<file path="src/design/refcounted_slot_allocator_macros.svh">
// ----------------------------------------------------------------------------
// Assertion macros for the slot allocator
// Immediate-consequence and next-cycle property wrappers, compiled out for
// synthesis. The properties sample on clk and are disabled while rst_n is low.
// ----------------------------------------------------------------------------
`ifndef REFCOUNTED_SLOT_ALLOCATOR_MACROS_SVH
`define REFCOUNTED_SLOT_ALLOCATOR_MACROS_SVH
`ifndef SYNTHESIS
`define RSA_ASSERT_NOW(label, ante, cons) \
    label: assert property (@(posedge clk) disable iff (!rst_n) (ante) |-> (cons)) \
        else $error("slot allocator check failed");
`define RSA_ASSERT_NEXT(label, ante, cons) \
    label: assert property (@(posedge clk) disable iff (!rst_n) (ante) |=> (cons)) \
        else $error("slot allocator check failed");
`else
`define RSA_ASSERT_NOW(label, ante, cons)
`define RSA_ASSERT_NEXT(label, ante, cons)
`endif
`endif

</file>
<file path="src/design/rsa_pkg.sv">
// ----------------------------------------------------------------------------
// Slot allocator package
// Request and status codes, field widths and parameter defaults.
// ----------------------------------------------------------------------------
package rsa_pkg;

    localparam int SLOT_COUNT_DEF  = 256;
    localparam int COUNT_WIDTH_DEF = 16;
    localparam int SLOT_FIELD_W    = 8;
    localparam int INDEX_OUT_W     = 8;
    localparam int COUNT_OUT_W     = 16;
    localparam int SEARCH_GROUP    = 16;
    localparam int SEARCH_GROUP_W  = 4;

    typedef enum logic [1:0] {
        REQ_ALLOC   = 2'd0,
        REQ_RETAIN  = 2'd1,
        REQ_RELEASE = 2'd2
    } req_t;

    typedef enum logic [1:0] {
        ST_OK   = 2'd0,
        ST_FULL = 2'd1,
        ST_FREE = 2'd2,
        ST_SAT  = 2'd3
    } status_t;

endpackage

</file>
<file path="src/design/rsa_free_search.sv">
// ----------------------------------------------------------------------------
// Lowest free slot search
// Two-level priority encoder: the lowest free slot inside each group of
// slots, then the lowest group that has a free slot.
// ----------------------------------------------------------------------------
module rsa_free_search #(
    parameter int SLOT_COUNT = 256
) (
    input  logic [SLOT_COUNT-1:0]         busy,
    output logic                          found,
    output logic [$clog2(SLOT_COUNT)-1:0] index
);
    import rsa_pkg::*;

    localparam int SW = $clog2(SLOT_COUNT);
    localparam int NG = (SLOT_COUNT + SEARCH_GROUP - 1) / SEARCH_GROUP;
    localparam int PW = NG * SEARCH_GROUP;
    localparam int IW = $clog2(PW);

    logic [PW-1:0]             free_pad;
    logic [NG-1:0]             grp_any;
    logic [SEARCH_GROUP_W-1:0] grp_low [NG];
    logic [IW-1:0]             full_index;

    assign free_pad = {{(PW - SLOT_COUNT){1'b0}}, ~busy};

    always_comb
    begin
        for (int g = 0; g < NG; g++)
        begin
            grp_any[g] = |free_pad[g*SEARCH_GROUP +: SEARCH_GROUP];
            grp_low[g] = '0;
            for (int b = SEARCH_GROUP - 1; b >= 0; b--)
            begin
                if (free_pad[g*SEARCH_GROUP + b])
                begin
                    grp_low[g] = SEARCH_GROUP_W'(b);
                end
            end
        end
    end

    always_comb
    begin
        found      = 1'b0;
        full_index = '0;
        for (int g = NG - 1; g >= 0; g--)
        begin
            if (grp_any[g])
            begin
                found      = 1'b1;
                full_index = IW'(g * SEARCH_GROUP + int'(grp_low[g]));
            end
        end
    end

    assign index = full_index[SW-1:0];

endmodule

</file>
<file path="src/design/rsa_count_mem.sv">
// ----------------------------------------------------------------------------
// Reference count memory
// One write port and one read port with registered read data.
// ----------------------------------------------------------------------------
module rsa_count_mem #(
    parameter int DEPTH = 256,
    parameter int WIDTH = 16
) (
    input  logic                     clk,
    input  logic                     rd_en,
    input  logic [$clog2(DEPTH)-1:0] rd_addr,
    output logic [WIDTH-1:0]         rd_data,
    input  logic                     wr_en,
    input  logic [$clog2(DEPTH)-1:0] wr_addr,
    input  logic [WIDTH-1:0]         wr_data
);

    logic [WIDTH-1:0] mem [DEPTH];

    always_ff @(posedge clk)
    begin
        if (wr_en)
        begin
            mem[wr_addr] <= wr_data;
        end
    end

    always_ff @(posedge clk)
    begin
        if (rd_en)
        begin
            rd_data <= mem[rd_addr];
        end
    end

endmodule

</file>
<file path="src/design/refcounted_slot_allocator.sv">
// ----------------------------------------------------------------------------
// Reference-counted slot allocator
// A table of slots with in-use marks and reference counts, driven by
// allocate, retain and release requests, one result per request.
// ----------------------------------------------------------------------------
// Usage:
// Requests arrive on the s_ channel: s_tuser carries the request type and
// s_tdata the slot number. Each request yields exactly one result on the m_
// channel: m_tuser carries the status, m_tdata the slot index, the freed flag
// and the count after the request.
// A request is registered on acceptance together with the count memory read
// of its slot, and is resolved when it moves into the output register.
// Unless the receiver stalls, one request is accepted every cycle; a write
// to a count in the cycle its slot is read is forwarded, so back-to-back
// requests on one slot are exact. Allocation takes the lowest free slot
// found by a priority encoder over the in-use flip-flops.
// Reset clears every in-use mark at once; counts are only used for slots in
// use. When the receiver stalls, the output register holds its result, one
// more request waits in the input register, and s_tready then drops.
// ----------------------------------------------------------------------------
module refcounted_slot_allocator #(
    parameter int SLOT_COUNT  = rsa_pkg::SLOT_COUNT_DEF,
    parameter int COUNT_WIDTH = rsa_pkg::COUNT_WIDTH_DEF
) (
    input  logic        clk,
    input  logic        rst_n,
    input  logic        s_tvalid,
    output logic        s_tready,
    input  logic [7:0]  s_tdata,   // [7:0] slot
    input  logic [1:0]  s_tuser,   // [1:0] req_type
    output logic        m_tvalid,
    input  logic        m_tready,
    output logic [31:0] m_tdata,   // [7:0] slot_index, [8] freed, [24:9] count_after
    output logic [1:0]  m_tuser    // [1:0] status
);
    import rsa_pkg::*;

    `include "refcounted_slot_allocator_macros.svh"

    localparam int SW = $clog2(SLOT_COUNT);
    localparam int CW = COUNT_WIDTH;
    localparam logic [CW-1:0] COUNT_MAX = {CW{1'b1}};
    localparam logic [CW-1:0] COUNT_ONE = CW'(1);

    logic [SLOT_COUNT-1:0]   busy_reg;
    logic [SLOT_COUNT-1:0]   busy_next;
    logic                    s1_valid_reg;
    req_t                    s1_req_reg;
    logic [SLOT_FIELD_W-1:0] s1_slot_reg;
    logic                    byp_hit_reg;
    logic                    byp_hit_next;
    logic [CW-1:0]           byp_data_reg;
    logic                    out_valid_reg;
    status_t                 out_status_reg;
    status_t                 out_status_next;
    logic [INDEX_OUT_W-1:0]  out_index_reg;
    logic [INDEX_OUT_W-1:0]  out_index_next;
    logic                    out_freed_reg;
    logic                    out_freed_next;
    logic [COUNT_OUT_W-1:0]  out_count_reg;
    logic [COUNT_OUT_W-1:0]  out_count_next;

    logic                    s_accept;
    logic                    adv;
    logic [SW+SLOT_FIELD_W-1:0] in_slot_wide;
    logic [SW+SLOT_FIELD_W-1:0] s1_slot_wide;
    logic [SW-1:0]           rd_addr;
    logic [SW-1:0]           s1_addr;
    logic                    s1_in_range;
    logic                    s1_busy;
    logic [CW-1:0]           rd_data;
    logic [CW-1:0]           cnt_cur;
    logic [CW-1:0]           cnt_inc;
    logic [CW-1:0]           cnt_dec;
    logic                    found;
    logic [SW-1:0]           free_idx;
    logic [SW+INDEX_OUT_W-1:0] free_idx_wide;
    logic [CW+COUNT_OUT_W-1:0] cnt_inc_wide;
    logic [CW+COUNT_OUT_W-1:0] cnt_dec_wide;
    logic [CW+COUNT_OUT_W-1:0] cnt_max_wide;
    logic                    wr_en;
    logic [SW-1:0]           wr_addr;
    logic [CW-1:0]           wr_data;
    logic                    set_en;
    logic                    clr_en;

    assign s_accept = s_tvalid && s_tready;
    assign adv      = s1_valid_reg && (!out_valid_reg || m_tready);
    assign s_tready = !s1_valid_reg || adv;

    assign in_slot_wide = {{SW{1'b0}}, s_tdata};
    assign rd_addr      = in_slot_wide[SW-1:0];
    assign s1_slot_wide = {{SW{1'b0}}, s1_slot_reg};
    assign s1_addr      = s1_slot_wide[SW-1:0];
    assign s1_in_range  = int'(s1_slot_reg) < SLOT_COUNT;
    assign s1_busy      = s1_in_range && busy_reg[s1_addr];

    assign cnt_cur = byp_hit_reg ? byp_data_reg : rd_data;
    assign cnt_inc = cnt_cur + COUNT_ONE;
    assign cnt_dec = cnt_cur - COUNT_ONE;

    assign free_idx_wide = {{INDEX_OUT_W{1'b0}}, free_idx};
    assign cnt_inc_wide  = {{COUNT_OUT_W{1'b0}}, cnt_inc};
    assign cnt_dec_wide  = {{COUNT_OUT_W{1'b0}}, cnt_dec};
    assign cnt_max_wide  = {{COUNT_OUT_W{1'b0}}, COUNT_MAX};

    rsa_free_search #(
        .SLOT_COUNT (SLOT_COUNT)
    ) u_search (
        .busy  (busy_reg),
        .found (found),
        .index (free_idx)
    );

    rsa_count_mem #(
        .DEPTH (SLOT_COUNT),
        .WIDTH (CW)
    ) u_counts (
        .clk     (clk),
        .rd_en   (s_accept),
        .rd_addr (rd_addr),
        .rd_data (rd_data),
        .wr_en   (wr_en && adv),
        .wr_addr (wr_addr),
        .wr_data (wr_data)
    );

    always_comb
    begin
        wr_en           = 1'b0;
        wr_addr         = s1_addr;
        wr_data         = cnt_cur;
        set_en          = 1'b0;
        clr_en          = 1'b0;
        out_status_next = ST_OK;
        out_index_next  = s1_slot_reg;
        out_freed_next  = 1'b0;
        out_count_next  = '0;
        case (s1_req_reg)
            REQ_ALLOC:
            begin
                if (found)
                begin
                    wr_en          = 1'b1;
                    wr_addr        = free_idx;
                    wr_data        = COUNT_ONE;
                    set_en         = 1'b1;
                    out_index_next = free_idx_wide[INDEX_OUT_W-1:0];
                    out_count_next = COUNT_OUT_W'(1);
                end
                else
                begin
                    out_status_next = ST_FULL;
                    out_index_next  = '0;
                end
            end
            REQ_RETAIN:
            begin
                if (!s1_busy)
                begin
                    out_status_next = ST_FREE;
                end
                else if (cnt_cur == COUNT_MAX)
                begin
                    out_status_next = ST_SAT;
                    out_count_next  = cnt_max_wide[COUNT_OUT_W-1:0];
                end
                else
                begin
                    wr_en          = 1'b1;
                    wr_data        = cnt_inc;
                    out_count_next = cnt_inc_wide[COUNT_OUT_W-1:0];
                end
            end
            REQ_RELEASE:
            begin
                if (!s1_busy)
                begin
                    out_status_next = ST_FREE;
                end
                else if (cnt_cur <= COUNT_ONE)
                begin
                    wr_en          = 1'b1;
                    wr_data        = '0;
                    clr_en         = 1'b1;
                    out_freed_next = 1'b1;
                end
                else
                begin
                    wr_en          = 1'b1;
                    wr_data        = cnt_dec;
                    out_count_next = cnt_dec_wide[COUNT_OUT_W-1:0];
                end
            end
            default:
            begin
                out_status_next = ST_OK;
            end
        endcase
    end

    always_comb
    begin
        busy_next = busy_reg;
        if (adv && set_en)
        begin
            busy_next[free_idx] = 1'b1;
        end
        if (adv && clr_en)
        begin
            busy_next[s1_addr] = 1'b0;
        end
    end

    assign byp_hit_next = s_accept && adv && wr_en && (wr_addr == rd_addr);

    always_ff @(posedge clk or negedge rst_n)
    begin
        if (!rst_n)
        begin
            busy_reg      <= '0;
            s1_valid_reg  <= 1'b0;
            byp_hit_reg   <= 1'b0;
            out_valid_reg <= 1'b0;
        end
        else
        begin
            busy_reg <= busy_next;
            if (s_tready)
            begin
                s1_valid_reg <= s_tvalid;
            end
            if (s_accept)
            begin
                byp_hit_reg <= byp_hit_next;
            end
            if (adv)
            begin
                out_valid_reg <= 1'b1;
            end
            else if (m_tready)
            begin
                out_valid_reg <= 1'b0;
            end
        end
    end

    always_ff @(posedge clk)
    begin
        if (s_accept)
        begin
            s1_req_reg   <= req_t'(s_tuser);
            s1_slot_reg  <= s_tdata;
            byp_data_reg <= wr_data;
        end
        if (adv)
        begin
            out_status_reg <= out_status_next;
            out_index_reg  <= out_index_next;
            out_freed_reg  <= out_freed_next;
            out_count_reg  <= out_count_next;
        end
    end

    assign m_tvalid = out_valid_reg;
    assign m_tuser  = out_status_reg;
    assign m_tdata  = {7'b0, out_count_reg, out_freed_reg, out_index_reg};

    `RSA_ASSERT_NEXT(a_alloc_marks_busy, adv && set_en, busy_reg[$past(free_idx)])
    `RSA_ASSERT_NEXT(a_release_frees, adv && clr_en, !busy_reg[$past(s1_addr)])
    `RSA_ASSERT_NOW(a_freed_zero, out_valid_reg && out_freed_reg,
        out_status_reg == ST_OK && out_count_reg == '0)
    `RSA_ASSERT_NOW(a_sat_at_max, out_valid_reg && out_status_reg == ST_SAT,
        out_count_reg == cnt_max_wide[COUNT_OUT_W-1:0])

endmodule

</file>
<file path="config.mk">
export PLATFORM = sky130hd
export DESIGN_NAME = refcounted_slot_allocator
export DESIGN_NICKNAME = d
export VERILOG_FILES = /design/src/design/rsa_pkg.sv /design/src/design/rsa_free_search.sv /design/src/design/rsa_count_mem.sv /design/src/design/refcounted_slot_allocator.sv
export VERILOG_INCLUDE_DIRS = /design/src /design/src/design
export SDC_FILE = /design/constraint.sdc
export NUM_CORES = 2
export LEC_CHECK = 0
export CAP_MARGIN = 20
export CORE_UTILIZATION = 57
export DETAILED_ROUTE_END_ITERATION = 10
export DONT_BUFFER_PORTS = 1
export GPL_TIMING_DRIVEN = 1
export PLACE_DENSITY_LB_ADDON = 0.3
export SLEW_MARGIN = 30
export SYNTH_ARGS = -nofsm -noshare
export SYNTH_HDL_FRONTEND = slang
export SYNTH_SLANG_ARGS = --single-unit
</file>
<file path="constraint.sdc">
create_clock -name clk -period 13.2 [get_ports clk]
set_input_delay 3.3 -clock clk [delete_from_list [all_inputs] [get_ports clk]]
set_output_delay 3.3 -clock clk [all_outputs]
set_load 0.05 [all_outputs]
</file>
==> metrics.md <==
| Metric | Value |
|---|---|
| Status | `complete, but fails checks` |
| Failing checks | `design-rule violations, max-slew violations` |
| Synth Warn # | `0` |
| Unrepaired setup endpoints after global routing | `no` |
| Final TNS setup | `0 ns` |
| Routed WL | `around 470000 um` |
| CTS tree | `yes` |
| Fin crit period | `slightly below 9 ns` |
| Power per cell area | `~160 nW/um2` |
| Dpl hpwl | `roughly 260000 um` |
| Num rows | `~200` |
| Antenna-violating nets left | `0` |
| Leakage | `roughly 63 nW` |
| Total clock sinks | `roughly 4400` |
| Setup bufs post-CTS | `0` |
| Core region area | `slightly above 300000 um2` |
| Via/cell ratio | `7.00` |
| # IOs | `50` |
| Crit. End Element | `register` |
| Dominant cell type by area after synthesis | `edfxtp_1` |
| Post-synth top area share | `between 70% and 80%` |
| DRC | `42` |
| Initial DRT Pass Iterations | `11` |
| Area grow syn2layout | `11.9%` |
| Worst slew pin tran | `between 2 and 2.5 ns` |
| Slew HR | `-59.7%` |
| Final count of pins violating max slew | `between 300 and 400` |
| Die Y | `559 um` |
| Max frequency | `around 120 MHz` |
| Post-synth EDFFs | `4165` |
| Worst EP required | `between 10 and 15 ns` |
| Async SR Flop Fraction | `under 10%` |
| Share of cells above drive strength 1 | `28.8%` |
| GRT Residual Overflow | `0` |
| Worst min-delay path class | `reg -> reg` |
| Synth area leaders | `edfxtp_1, mux4_2, dfrtp_1` |
| Max FO, Critical Path | `slightly above 90` |
| Netlist cell types | `101` |
| All-Layer GR Usage | `30.0%` |
| Antenna violations before repair | `26` |
| Cells after Synth | `between 8000 and 9000` |
| # port buffers | `0` |
| Root Driver | `clkbuf_16` |
| Tcrit/Tclk final | `65.6%` |
| Initial core utilization | `a little under three fifths` |
| Cts hold-fix bufs | `0` |
| CP startpoint kind | `primary input` |
| Most used DFF post-synth | `edfxtp_1` |
| First-pass GRT wire length | `668000 um` |
| Final Power | `between 30 and 40 mW` |
| Drt first-iter violations | `15100` |
| Hold slack | `between 0.5 and 0.6 ns` |
| # setup viols final | `0` |
| Htree depth | `5` |
| Post-synthesis sequential area ratio | `between 70 and 80%` |
| Worst VDD drop | `around 0.17 mV` |
| Post-placement cell area | `~180000 um2` |
| Worst-Skew Late Latency | `1.00 ns` |
| Worst endpoint data arrival time | `around 9.4 ns` |
| TritonCTS Buffers | `roughly 430` |
| Synth Register Bits | `about 4400` |
| Pin count of the biggest net entering global routing | `263` |
| Netlist Area Pre-Place | `~180000 um2` |
| Final instance area | `198000 um2` |
| Post-Syn Area per Cell | `21.2 um2` |
| Final Wtd Congestion | `roughly 0.9` |
| NumNets Final | `a little under 9000` |
| Crit path kind | `in -> reg` |
| DR WL/cell | `roughly 36 um` |
| Clock Pin Slew Worst Setup and Hold Paths | `roughly 0.060 ns` |
| Die W | `~560 um` |
| Die ar. | `between 300000 and 400000 um2` |
| Maximum buffer depth of the clock tree | `4` |
| Final hold viol count | `0` |
| Vias post-DR | `between 90000 and 100k` |
| # resized after CTS | `0` |
| Post-Route Skew | `between 0.05 and 0.06 ns` |
| Vias in the first global route | `between 90000 and 100k` |
| Final core occ | `between 60% and 70%` |
| Maxcap violations | `0` |
| Max reg flops | `around 4100` |
synthesized netlist by cell type (all sizes together), types with 51 or more instances:
cell type	instances
nand2	227
a21oi	559
and3	64
dfrtp	259
clkbuf	251
edfxtp	4165
a31oi	56
mux4	1417
buf	213
o21ai	78
inv	51
nand4	92
nor2	401
cells in the final DEF (no fill, tap or decap), types with 19 or more instances in the layout:
| cell type | instances |
|---|---|
| edfxtp_1 | 4165 |
| mux4_2 | 1417 |
| a21oi_1 | 552 |
| clkbuf_16 | 435 |
| nor2_1 | 351 |
| buf_4 | 318 |
| dfrtp_1 | 259 |
| nand2_1 | 189 |
| nand4_1 | 90 |
| clkbuf_1 | 90 |
| clkinv_1 | 85 |
| clkinv_2 | 84 |
| o21ai_0 | 71 |
| and3_1 | 63 |
| a31oi_1 | 55 |
| inv_1 | 49 |
| bufinv_16 | 42 |
| nand3_1 | 40 |
| nand2_2 | 37 |
| mux2i_1 | 29 |
| nand2b_1 | 29 |
| nor2_4 | 29 |
| nor3_1 | 23 |
| xnor2_1 | 22 |
| buf_16 | 22 |
| o211ai_1 | 21 |
| and4_1 | 21 |
| nor2_2 | 21 |
| nor4_4 | 19 |
worst max-delay path, stage by stage:
cell and delay [ns]:
buf_16 0.30, buf_16 0.40, buf_16 0.42, buf_16 0.40, buf_16 0.37, buf_16 0.39, buf_16 0.48, buf_16 0.49
mux4_2 0.59, mux4_2 0.52, mux4_2 0.51, mux4_2 0.48
routing by layer:
layer / GRT usage [%] / vias to the layer above / share of wire, %
met5: 0 / - / 0.0098
met4: 11.8 / 6 / 4.4
met3: 6.72 / 1049 / 12
met2: 46.1 / 6508 / 47
met1: 42.5 / 48600 / 36
li1: - / 36000 / -
cell families after synthesis:
family | count (synthesis) | share of synthesized area, %
flip-flops | 4424 | 74.3
multiplexers | 1464 | 18.3
AND/OR/NAND/NOR | 1032 | 3.10
AO/OA/AOI/OAI | 868 | 2.84
buffers and inverters | 515 | 1.25
XOR/XNOR | 29 | 0.143
adder cells (fa/ha/maj) | 4 | 0.0283
other | 1 | 0.00212
through the flow:
stage	setup WS (ns)	instances
floorplan	1.25	8343
global placement	3.67	12300
detailed placement	3.43	12400
CTS	4.46	13200
global route	4.07	13200
finish	4.54	13200
layout make-up:
cell class	count	area (um2)
clock buffer	535	11400
inverter	51	191
sequential	4424	132000
tap	4120	5150
fill	19800	111000
multi-input combinational	3404	43800
clock inverter	256	2570
timing repair buffer	369	3430
antenna	13	32.5
report_power, final:
group / leakage, nW / internal [mW] / switching [mW]
registers: 41.3 / 15.9 / 0.0820
clock network: 6.79 / 6.93 / 5.29
logic: 14.7 / 0.692 / 1.87
final timing paths:
path	startpoint	to	slack (ns)	cells past startpoint
min	s1_valid_reg	m_tvalid	0.51	1
max in group asynchronous	rst_n	busy_reg[31]	10.32	0
min in group asynchronous	rst_n	busy_reg[229]	2.04	0
min reg2reg	s1_valid_reg	m_tvalid	0.51	1
max reg2reg	s1_addr[0]	u_counts.mem[223][4]	6.07	14
max	s_tdata[0]	u_counts.rd_data[11]	4.54	12
Note: power is estimated with default switching activity, not from simulation.
